## config.mk

```make
export PLATFORM = sky130hd
export DESIGN_NAME = page_frame_replacement_top
export DESIGN_NICKNAME = d
export VERILOG_FILES = /design/src/hdl/pfr_pkg.sv /design/src/hdl/pfr_cell.sv /design/src/hdl/pfr_divider.sv /design/src/hdl/page_frame_replacement_top.sv
export SDC_FILE = /design/constraint.sdc
export NUM_CORES = 2
export LEC_CHECK = 0
export BUFFER_PORTS_ARGS = -buffer_cell sky130_fd_sc_hd__buf_2
export CAP_MARGIN = 20
export CORE_ASPECT_RATIO = 1.2
export CORE_MARGIN = 4
export CORE_UTILIZATION = 57
export CTS_BUF_LIST = sky130_fd_sc_hd__clkbuf_4 sky130_fd_sc_hd__clkbuf_8
export CTS_CLUSTER_SIZE = 28
export DETAILED_ROUTE_END_ITERATION = 16
export GPL_TIMING_DRIVEN = 0
export HOLD_SLACK_MARGIN = 0.12
export PLACE_DENSITY = 0.72
export SYNTH_ARGS = -nofsm -noshare
export SYNTH_HDL_FRONTEND = slang
export SYNTH_SLANG_ARGS = --single-unit
```

## constraint.sdc

```tcl
create_clock -name clock -period 343.7 [get_ports clock]
set_clock_uncertainty 0.05 [all_clocks]
set_input_delay 68.74 -clock clock [delete_from_list [all_inputs] [get_ports clock]]
set_output_delay 68.74 -clock clock [all_outputs]
set_load 0.02 [all_outputs]
```

## src/hdl/pfr_pkg.sv

```systemverilog
// Package for the page frame replacement block: item types, register indexes,
// policy codes and controller states. Used by the top level and the testbench.
package pfr_pkg;

   typedef struct packed {
      logic [19:0] virt_addr;
      logic [3:0]  process_id;
      logic [31:0] access_time;
      logic [30:0] rand_value;
   } req_type;

   typedef struct packed {
      logic        is_hit;
      logic [5:0]  frame_index;
      logic        did_evict;
      logic [19:0] evicted_page;
      logic [3:0]  evicted_process;
      logic [31:0] stay_time;
   } rsp_type;

   localparam logic [1:0] CSR_PAGE_SIZE    = 2'd0;
   localparam logic [1:0] CSR_FRAME_COUNT  = 2'd1;
   localparam logic [1:0] CSR_REPLACE_MODE = 2'd2;

   localparam logic [1:0] MODE_LRU    = 2'd0;
   localparam logic [1:0] MODE_FIFO   = 2'd1;
   localparam logic [1:0] MODE_RANDOM = 2'd2;

   localparam int PAGE_BITS = 20;
   localparam int PID_BITS  = 4;

   typedef enum logic [2:0] {
      ST_IDLE,
      ST_DIV,
      ST_SCAN,
      ST_DECIDE,
      ST_WRITE,
      ST_OUT
   } state_type;

endpackage

```

## src/hdl/pfr_cell.sv

```systemverilog
// One frame cell of the rotating frame table: a valid bit and a frame entry
// handed on to the neighbor cell on every shift. No package dependencies.
module pfr_cell #(
   parameter int W = 88
) (
   input  logic         clock,
   input  logic         reset,
   input  logic         shift,
   input  logic         clear,
   input  logic         valid_d,
   input  logic [W-1:0] data_d,
   output logic         valid_q,
   output logic [W-1:0] data_q
);

   logic         valid_ff;
   logic [W-1:0] data_ff;

   always_ff @(posedge clock) begin
      if (reset || clear) begin
         valid_ff <= 1'b0;
      end else if (shift) begin
         valid_ff <= valid_d;
      end
   end

   always_ff @(posedge clock) begin
      if (shift) begin
         data_ff <= data_d;
      end
   end

   assign valid_q = valid_ff;
   assign data_q  = data_ff;

endmodule

```

## src/hdl/pfr_divider.sv

```systemverilog
// Restoring divider, one quotient bit per cycle. Quotient and remainder hold
// until the next start. No package dependencies.
module pfr_divider #(
   parameter int NW = 20,
   parameter int DW = 16
) (
   input  logic          clock,
   input  logic          reset,
   input  logic          start,
   input  logic [NW-1:0] numer,
   input  logic [DW-1:0] denom,
   output logic          busy,
   output logic [NW-1:0] quot,
   output logic [DW-1:0] rem
);

   localparam int CNT_W = $clog2(NW + 1);

   logic [CNT_W-1:0] cnt_ff;
   logic [NW-1:0]    q_ff;
   logic [DW-1:0]    r_ff;
   logic [DW-1:0]    d_ff;
   logic [DW:0]      sh;
   logic [DW:0]      diff;
   logic             take;

   always_comb begin
      sh   = {r_ff, q_ff[NW-1]};
      diff = sh - {1'b0, d_ff};
      take = sh >= {1'b0, d_ff};
   end

   always_ff @(posedge clock) begin
      if (reset) begin
         cnt_ff <= '0;
      end else if (start) begin
         cnt_ff <= CNT_W'(NW);
      end else if (cnt_ff != '0) begin
         cnt_ff <= cnt_ff - 1'b1;
      end
   end

   always_ff @(posedge clock) begin
      if (start) begin
         q_ff <= numer;
         r_ff <= '0;
         d_ff <= denom;
      end else if (cnt_ff != '0) begin
         r_ff <= take ? diff[DW-1:0] : sh[DW-1:0];
         q_ff <= {q_ff[NW-2:0], take};
      end
   end

   assign busy = cnt_ff != '0;
   assign quot = q_ff;
   assign rem  = r_ff;

endmodule

```

## src/hdl/page_frame_replacement_top.sv

```systemverilog
// Top level of the page frame replacement block: controller, two serial
// dividers and the rotating row of frame cells. Uses pfr_pkg, pfr_cell and pfr_divider.
//
// One reference at a time is handled. After acceptance the page number and the random
// frame index come from two restoring dividers in parallel, then the frame table
// rotates once through its head cell to search for a hit and a victim, and once more
// to write the chosen frame back. A result still stalled from the item before holds
// the controller until it is taken. Writing frame_count empties the table at once.
// Results wait in an output register, so a new reference may be accepted while the
// last result is not yet taken.
module page_frame_replacement_top #(
   parameter int MAX_FRAMES = 64,
   parameter int TIME_BITS  = 32
) (
   input  logic            clock,
   input  logic            reset,
   input  logic            req_valid,
   output logic            req_stall,
   input  pfr_pkg::req_type req_data,
   output logic            rsp_valid,
   input  logic            rsp_stall,
   output pfr_pkg::rsp_type rsp_data,
   input  logic            csr_valid,
   output logic            csr_ready,
   input  logic [1:0]      csr_index,
   input  logic [15:0]     csr_data
);

   localparam int IW  = (MAX_FRAMES > 1) ? $clog2(MAX_FRAMES) : 1;
   localparam int CW  = $clog2(MAX_FRAMES + 1);
   localparam int TB  = TIME_BITS;
   localparam int PB  = pfr_pkg::PAGE_BITS;
   localparam int OB  = pfr_pkg::PID_BITS;
   localparam int W   = 2 * TB + OB + PB;
   localparam logic [IW-1:0] LAST_POS = IW'(MAX_FRAMES - 1);

   function automatic logic [CW-1:0] clamp_count(input logic [6:0] fc);
      logic [CW-1:0] n;
      if (fc == 7'd0) begin
         n = CW'(1);
      end else if (32'(fc) > MAX_FRAMES) begin
         n = CW'(MAX_FRAMES);
      end else begin
         n = CW'(fc);
      end
      return n;
   endfunction

   pfr_pkg::state_type state_ff, state_in;

   logic [15:0]     psize_ff;
   logic [6:0]      fcount_ff;
   logic [1:0]      mode_ff;
   logic [CW-1:0]   n_cur;
   logic            fp_valid_ff;
   logic [IW-1:0]   fp_ff;
   logic [IW-1:0]   pos_ff;
   pfr_pkg::req_type req_ff;
   pfr_pkg::rsp_type res_ff;
   pfr_pkg::rsp_type res_in;
   pfr_pkg::rsp_type rsp_ff;
   logic            rsp_valid_ff;

   logic            found_ff;
   logic [IW-1:0]   hit_idx_ff;
   logic [IW-1:0]   best_ff;
   logic            bv_ff;
   logic [PB-1:0]   bpage_ff;
   logic [OB-1:0]   bown_ff;
   logic [TB-1:0]   bload_ff;
   logic [TB-1:0]   bkey_ff;
   logic            we_ff;
   logic            we_in;
   logic            hitw_ff;
   logic            hitw_in;
   logic [IW-1:0]   slot_ff;
   logic [IW-1:0]   slot_in;

   logic            accept;
   logic            cfg_we;
   logic            clear;
   logic            shift;
   logic            pdiv_busy, rdiv_busy;
   logic [PB-1:0]   page_q;
   logic [15:0]     page_rem;
   logic [30:0]     rand_q;
   logic [CW-1:0]   rand_rem;
   logic [IW-1:0]   rmod;
   logic [15:0]     divisor;
   logic [TB-1:0]   now;

   logic            cv_q [MAX_FRAMES];
   logic [W-1:0]    cd_q [MAX_FRAMES];
   logic            hv;
   logic [W-1:0]    hd;
   logic [PB-1:0]   h_page;
   logic [OB-1:0]   h_own;
   logic [TB-1:0]   h_load;
   logic [TB-1:0]   h_last;
   logic [TB-1:0]   h_key;
   logic            in_range;
   logic            capture;
   logic            wrap_v;
   logic [W-1:0]    wrap_d;

   assign accept    = req_valid && !req_stall;
   assign req_stall = state_ff != pfr_pkg::ST_IDLE;
   assign csr_ready = 1'b1;
   assign cfg_we    = csr_valid && csr_ready;
   assign clear     = cfg_we && csr_index == pfr_pkg::CSR_FRAME_COUNT;
   assign n_cur     = clamp_count(fcount_ff);
   assign divisor   = (psize_ff == 16'd0) ? 16'd1 : psize_ff;
   assign now       = TB'(req_ff.access_time);
   assign rmod      = IW'(rand_rem);
   assign shift     = state_ff == pfr_pkg::ST_SCAN || state_ff == pfr_pkg::ST_WRITE;

   pfr_divider #(.NW(PB), .DW(16)) u_page_div (
      .clock (clock),
      .reset (reset),
      .start (accept),
      .numer (req_data.virt_addr),
      .denom (divisor),
      .busy  (pdiv_busy),
      .quot  (page_q),
      .rem   (page_rem)
   );

   pfr_divider #(.NW(31), .DW(CW)) u_rand_div (
      .clock (clock),
      .reset (reset),
      .start (accept),
      .numer (req_data.rand_value),
      .denom (n_cur),
      .busy  (rdiv_busy),
      .quot  (rand_q),
      .rem   (rand_rem)
   );

   assign hv     = cv_q[0];
   assign hd     = cd_q[0];
   assign h_last = hd[TB-1:0];
   assign h_load = hd[2*TB-1:TB];
   assign h_own  = hd[2*TB+OB-1:2*TB];
   assign h_page = hd[W-1:2*TB+OB];
   assign h_key  = (mode_ff == pfr_pkg::MODE_FIFO) ? h_load : h_last;
   assign in_range = {1'b0, pos_ff} < (IW+1)'(n_cur);

   always_comb begin
      capture = 1'b0;
      case (mode_ff)
         pfr_pkg::MODE_LRU, pfr_pkg::MODE_FIFO: begin
            capture = in_range && (pos_ff == '0 || h_key <= bkey_ff);
         end
         pfr_pkg::MODE_RANDOM: begin
            capture = in_range && pos_ff == rmod;
         end
         default: begin
            capture = 1'b0;
         end
      endcase
   end

   always_comb begin
      wrap_v = hv;
      wrap_d = hd;
      if (state_ff == pfr_pkg::ST_WRITE && we_ff && pos_ff == slot_ff) begin
         if (hitw_ff) begin
            wrap_d[TB-1:0] = now;
         end else begin
            wrap_v = 1'b1;
            wrap_d = {page_q, req_ff.process_id, now, now};
         end
      end
   end

   for (genvar i = 0; i < MAX_FRAMES; i++) begin : g_cell
      pfr_cell #(.W(W)) u_cell (
         .clock   (clock),
         .reset   (reset),
         .shift   (shift),
         .clear   (clear),
         .valid_d ((i == MAX_FRAMES - 1) ? wrap_v : cv_q[(i + 1) % MAX_FRAMES]),
         .data_d  ((i == MAX_FRAMES - 1) ? wrap_d : cd_q[(i + 1) % MAX_FRAMES]),
         .valid_q (cv_q[i]),
         .data_q  (cd_q[i])
      );
   end

   always_ff @(posedge clock) begin
      if (reset) begin
         state_ff <= pfr_pkg::ST_IDLE;
      end else begin
         state_ff <= state_in;
      end
   end

   always_comb begin
      state_in = state_ff;
      case (state_ff)
         pfr_pkg::ST_IDLE: begin
            if (accept) state_in = pfr_pkg::ST_DIV;
         end
         pfr_pkg::ST_DIV: begin
            if (!pdiv_busy && !rdiv_busy) state_in = pfr_pkg::ST_SCAN;
         end
         pfr_pkg::ST_SCAN: begin
            if (pos_ff == LAST_POS) state_in = pfr_pkg::ST_DECIDE;
         end
         pfr_pkg::ST_DECIDE: begin
            state_in = pfr_pkg::ST_WRITE;
         end
         pfr_pkg::ST_WRITE: begin
            if (pos_ff == LAST_POS) state_in = pfr_pkg::ST_OUT;
         end
         pfr_pkg::ST_OUT: begin
            if (!rsp_valid_ff || !rsp_stall) state_in = pfr_pkg::ST_IDLE;
         end
         default: begin
            state_in = pfr_pkg::ST_IDLE;
         end
      endcase
   end

   always_ff @(posedge clock) begin
      if (reset) begin
         psize_ff    <= 16'd16;
         fcount_ff   <= 7'd64;
         mode_ff     <= pfr_pkg::MODE_LRU;
         fp_valid_ff <= 1'b1;
         fp_ff       <= IW'(clamp_count(7'd64) - 1'b1);
      end else begin
         if (cfg_we) begin
            case (csr_index)
               pfr_pkg::CSR_PAGE_SIZE: begin
                  psize_ff <= csr_data;
               end
               pfr_pkg::CSR_FRAME_COUNT: begin
                  fcount_ff   <= csr_data[6:0];
                  fp_valid_ff <= 1'b1;
                  fp_ff       <= IW'(clamp_count(csr_data[6:0]) - 1'b1);
               end
               pfr_pkg::CSR_REPLACE_MODE: begin
                  mode_ff <= csr_data[1:0];
               end
               default: begin
               end
            endcase
         end
         if (state_ff == pfr_pkg::ST_DECIDE && !found_ff && fp_valid_ff) begin
            if (fp_ff == '0) begin
               fp_valid_ff <= 1'b0;
            end else begin
               fp_ff <= fp_ff - 1'b1;
            end
         end
      end
   end

   always_ff @(posedge clock) begin
      if (reset) begin
         pos_ff <= '0;
      end else if (shift) begin
         pos_ff <= (pos_ff == LAST_POS) ? '0 : pos_ff + 1'b1;
      end
   end

   always_comb begin
      res_in  = '0;
      hitw_in = 1'b0;
      we_in   = 1'b1;
      slot_in = slot_ff;
      if (found_ff) begin
         hitw_in            = 1'b1;
         slot_in            = hit_idx_ff;
         res_in.is_hit      = 1'b1;
         res_in.frame_index = 6'(hit_idx_ff);
      end else if (fp_valid_ff) begin
         slot_in            = fp_ff;
         res_in.frame_index = 6'(fp_ff);
      end else if (mode_ff == pfr_pkg::MODE_LRU || mode_ff == pfr_pkg::MODE_FIFO
                   || mode_ff == pfr_pkg::MODE_RANDOM) begin
         slot_in            = best_ff;
         res_in.frame_index = 6'(best_ff);
         if (bv_ff) begin
            res_in.did_evict       = 1'b1;
            res_in.evicted_page    = bpage_ff;
            res_in.evicted_process = bown_ff;
            res_in.stay_time       = 32'(now - bload_ff);
         end
      end else begin
         we_in = 1'b0;
      end
   end

   always_ff @(posedge clock) begin
      if (accept) begin
         req_ff <= req_data;
      end
      if (state_ff == pfr_pkg::ST_DIV) begin
         found_ff <= 1'b0;
      end
      if (state_ff == pfr_pkg::ST_SCAN) begin
         if (in_range && hv && h_page == page_q && h_own == req_ff.process_id
             && !found_ff) begin
            found_ff   <= 1'b1;
            hit_idx_ff <= pos_ff;
         end
         if (capture) begin
            best_ff  <= pos_ff;
            bkey_ff  <= h_key;
            bv_ff    <= hv;
            bpage_ff <= h_page;
            bown_ff  <= h_own;
            bload_ff <= h_load;
         end
      end
      if (state_ff == pfr_pkg::ST_DECIDE) begin
         res_ff  <= res_in;
         hitw_ff <= hitw_in;
         we_ff   <= we_in;
         slot_ff <= slot_in;
      end
   end

   always_ff @(posedge clock) begin
      if (reset) begin
         rsp_valid_ff <= 1'b0;
      end else if (state_ff == pfr_pkg::ST_OUT && (!rsp_valid_ff || !rsp_stall)) begin
         rsp_valid_ff <= 1'b1;
      end else if (rsp_valid_ff && !rsp_stall) begin
         rsp_valid_ff <= 1'b0;
      end
   end

   always_ff @(posedge clock) begin
      if (state_ff == pfr_pkg::ST_OUT && (!rsp_valid_ff || !rsp_stall)) begin
         rsp_ff <= res_ff;
      end
   end

   assign rsp_valid = rsp_valid_ff;
   assign rsp_data  = rsp_ff;

   a_idle_aligned: assert property (@(posedge clock) disable iff (reset)
      state_ff == pfr_pkg::ST_IDLE |-> pos_ff == '0)
      else $error("frame table not aligned while idle");

   a_accept_div: assert property (@(posedge clock) disable iff (reset)
      accept |=> state_ff == pfr_pkg::ST_DIV && pdiv_busy && rdiv_busy)
      else $error("dividers not started on accepted item");

   a_fp_range: assert property (@(posedge clock) disable iff (reset)
      fp_valid_ff |-> ({1'b0, fp_ff} < (IW+1)'(n_cur)))
      else $error("free pointer outside active frames");

endmodule

```

==> results.yml <==
outcome:
  outcome: "completed"
worst_setup_path:
  startpoint_type: "flop"
  cp-end-kind: "primary output"
  rrSetupSlack_ps: 337220
  r2r-end: "bpage_ff[16]$_DFFE_PP_"
  endpoint: "req_stall"
  r2r_cells: 16
  crit_start: "state_ff[2]$_SDFFE_PP0P_"
  cp.required_ps: 274910
  cp_max_fo: 10
  crit_type: "flop to primary output"
  arrival_ps: 2380
  crit-reg2reg-launch: "mode_ff[1]$_SDFFE_PP0P_"
sta:
  setup-violations-final: 0
  fin_tns_setup_ps: 0
  slew_headroom: 0.294
  worstMarginPinSlew_ps: 1060
  max_freq_mhz: 14.1
  fin_hold_ws_ps: 305
  period_needed_ps: 71170
  slew_viol_final: 0
  period_share: 0.207
  finalHoldViolCount: 0
  layout_setup_ws_ps: 272530
  rsz0062_at_grt: "false"
layout:
  nNetsFinal: 9049
  layout-area-overhead-vs-synth_pct: 13.5
  register_area_um2: 182000
  fill_cells: 20130
  drive_above_1_share: 0.183
  multi_input_area_um2: 8840
routing:
  met3_length_um: 15000
  dr.max_layer_used: "met5"
  dr_total_vias: 71813
  met1_length_um: 127000
  firstDrtPassIters: 5
  drt_wl_total_um: 274000
  drtIter0Drc: 6103
  vias_per_cell: 5.12
  antenna_left: 0
  wl_per_cell_um: 19.5
  met2_length_um: 123000
  drc: 0
placement:
  gp_congestion: 0.823
  portBuffers: 174
  place_ws_ps: 272360
  place_hpwl_um: 150000
clock_tree:
  clkLatencyLatePin_ps: 1200
  cts_max_path_buffers: 4
  clkTransAtPathRegs_ps: 60
  cts_tree: "built"
  postCtsSetupBuffers: 0
  cts_resized: 0
  postCtsHoldBufs: 0
  cts_htree_levels: 6
  clockRootBuffer: "clkbuf_8"
  cts_made_buffers: 844
  clock_sinks: 6118
global_route:
  grt_max_degree: 80
  grt_pass1_vias: 73127
  grt_usage: 0.160
  grt_pass1_wl_um: 429000
  antenna_found_initial: 29
  grt_overflow: 0
hold_path:
  min_path_cells: 0
  min_path_type: "flop to flop"
yosys:
  synth_cells: 7713
  synthArstFlopShare: 0
  ys_seq_area_frac: 0.950
  ys_warn_count: 0
  yosysMostFrequentCell: "edfxtp_1"
  synth_cell_types: 78
  syn_avg_cell_area_um2: 24.9
  syn-num-nets: 7925
  ys_seq_elements: 6118
  synth_edf_count: 5978
  ys_top_cells_by_area: "edfxtp_1, dfxtp_1, nand2_1"
  synth_flop_cell: "edfxtp_1"
  synth_area_um2: 192000
  synth_top_area_frac: 0.935
  yosysTopAreaCell: "edfxtp_1"
  synth_common_cells: "edfxtp_1, nand2_1, a21oi_1"
floorplan:
  initial_utilization: 0.572
  die-area_um2: 346000
  coreArea_um2: 336000
  die_w_um: 538
  die_y_um: 644
  io_pins: 177
  fp-row-count: 233
power:
  ir_worst_vdd_mv: 0.00498
  p_leak_uw: 0.0706
  power.total_uw: 1740
  power_density_nw_per_um2: 8.00
run:
  max_cap_viol_count: 0
==> how the worst min path moves through the flow <==
| stage | start | end | slack (ps) |
|---|---|---|---|
| floorplan | g_cell[1].u_cell.data_q[0]$_DFFE_PP_ | g_cell[0].u_cell.data_q[0]$_DFFE_PP_ | 350 |
| global placement | g_cell[58].u_cell.data_q[79]$_DFFE_PP_ | g_cell[57].u_cell.data_q[79]$_DFFE_PP_ | 350 |
| detailed placement | g_cell[12].u_cell.data_q[19]$_DFFE_PP_ | g_cell[11].u_cell.data_q[19]$_DFFE_PP_ | 350 |
| CTS | g_cell[14].u_cell.data_q[68]$_DFFE_PP_ | g_cell[13].u_cell.data_q[68]$_DFFE_PP_ | 310 |
| global route | g_cell[32].u_cell.data_q[77]$_DFFE_PP_ | g_cell[31].u_cell.data_q[77]$_DFFE_PP_ | 320 |
| finish | g_cell[45].u_cell.data_q[46]$_DFFE_PP_ | g_cell[44].u_cell.data_q[46]$_DFFE_PP_ | 300 |
==> power by group <==
group | internal (uW) | switching (uW) | total (uW) | leakage (uW)
Sequential | 1010 | 41.6 | 1050 | 0.0556
Combinational | 36.4 | 106 | 143 | 0.00613
Clock | 286 | 261 | 547 | 0.00885
Total | 1330 | 409 | 1740 | 0.0706
==> layout make-up <==
class	count	share of cell area
inverters	120	0.00208
plain buffers	104	0.00196
flip-flops and latches	6118	0.837
clock inverters	435	0.0140
multi-input cells	1371	0.0406
repair buffers	278	0.0159
well taps	4465	0.0256
diodes	16	0.000184
clock buffers	1106	0.0629
==> placed cells by master, fill, tap and decap left out, types with 99 or more instances in the layout <==
cell / instances
a21oi_1: 174
buf_2: 183
clkbuf_4: 243
clkbuf_8: 865
clkinv_1: 240
clkinv_2: 112
dfxtp_1: 140
edfxtp_1: 5978
ha_1: 99
inv_1: 116
mux2_2: 123
nand2_1: 388
==> sequential cells by signal, summed over array words and instances (netlist names), 7 cells and up <==
signal	count
bkey_ff	32
bload_ff	32
bpage_ff	20
fcount_ff	7
g_cell.u_cell.data_q	5632
g_cell.u_cell.valid_q	64
now	32
psize_ff	16
res_ff	63
rsp_data	64
u_page_div.d_ff	16
u_page_div.quot	20
u_page_div.rem	16
u_rand_div.d_ff	7
u_rand_div.quot	31
u_rand_div.rem	7
==> metal layers <==
layer,global-route usage,vias to the layer above
met4,0.0565,6
li1,-,32983
met1,0.251,36473
met2,0.226,1767
met5,0,-
met3,0.0331,584
==> worst max-delay path, cell delays in order, from the launching register on <==
cell and delay (ps):
dfxtp_1 350, clkbuf_1 380, nor3_1 150, inv_1 100
buf_2 210
==> metrics by stage <==
| stage | util | cells | instance area (um2) |
|---|---|---|---|
| finish | 0.649 | 14013 | 218000 |
| detailed placement | 0.599 | 12456 | 201000 |
| global route | 0.649 | 14005 | 218000 |
| global placement | 0.591 | 12352 | 198000 |
| CTS | 0.649 | 13997 | 218000 |
| floorplan | - | 7713 | 192000 |
==> cell families (layout without fill, tap and decap cells) <==
group / after synthesis / count (layout) / synth area share
buffers and inverters: 224 / 2043 / 0.00453
other: 1 / 17 / 0.0000195
DFF: 6118 / 6118 / 0.950
AOI/OAI and AO/OA: 364 / 364 / 0.0113
and+or+nand+nor: 678 / 678 / 0.0157
adders and majority gates: 102 / 102 / 0.00676
xor gates and xnor gates: 79 / 79 / 0.00360
muxes: 147 / 147 / 0.00847
No activity file was read; power rests on OpenSTA's default activity.
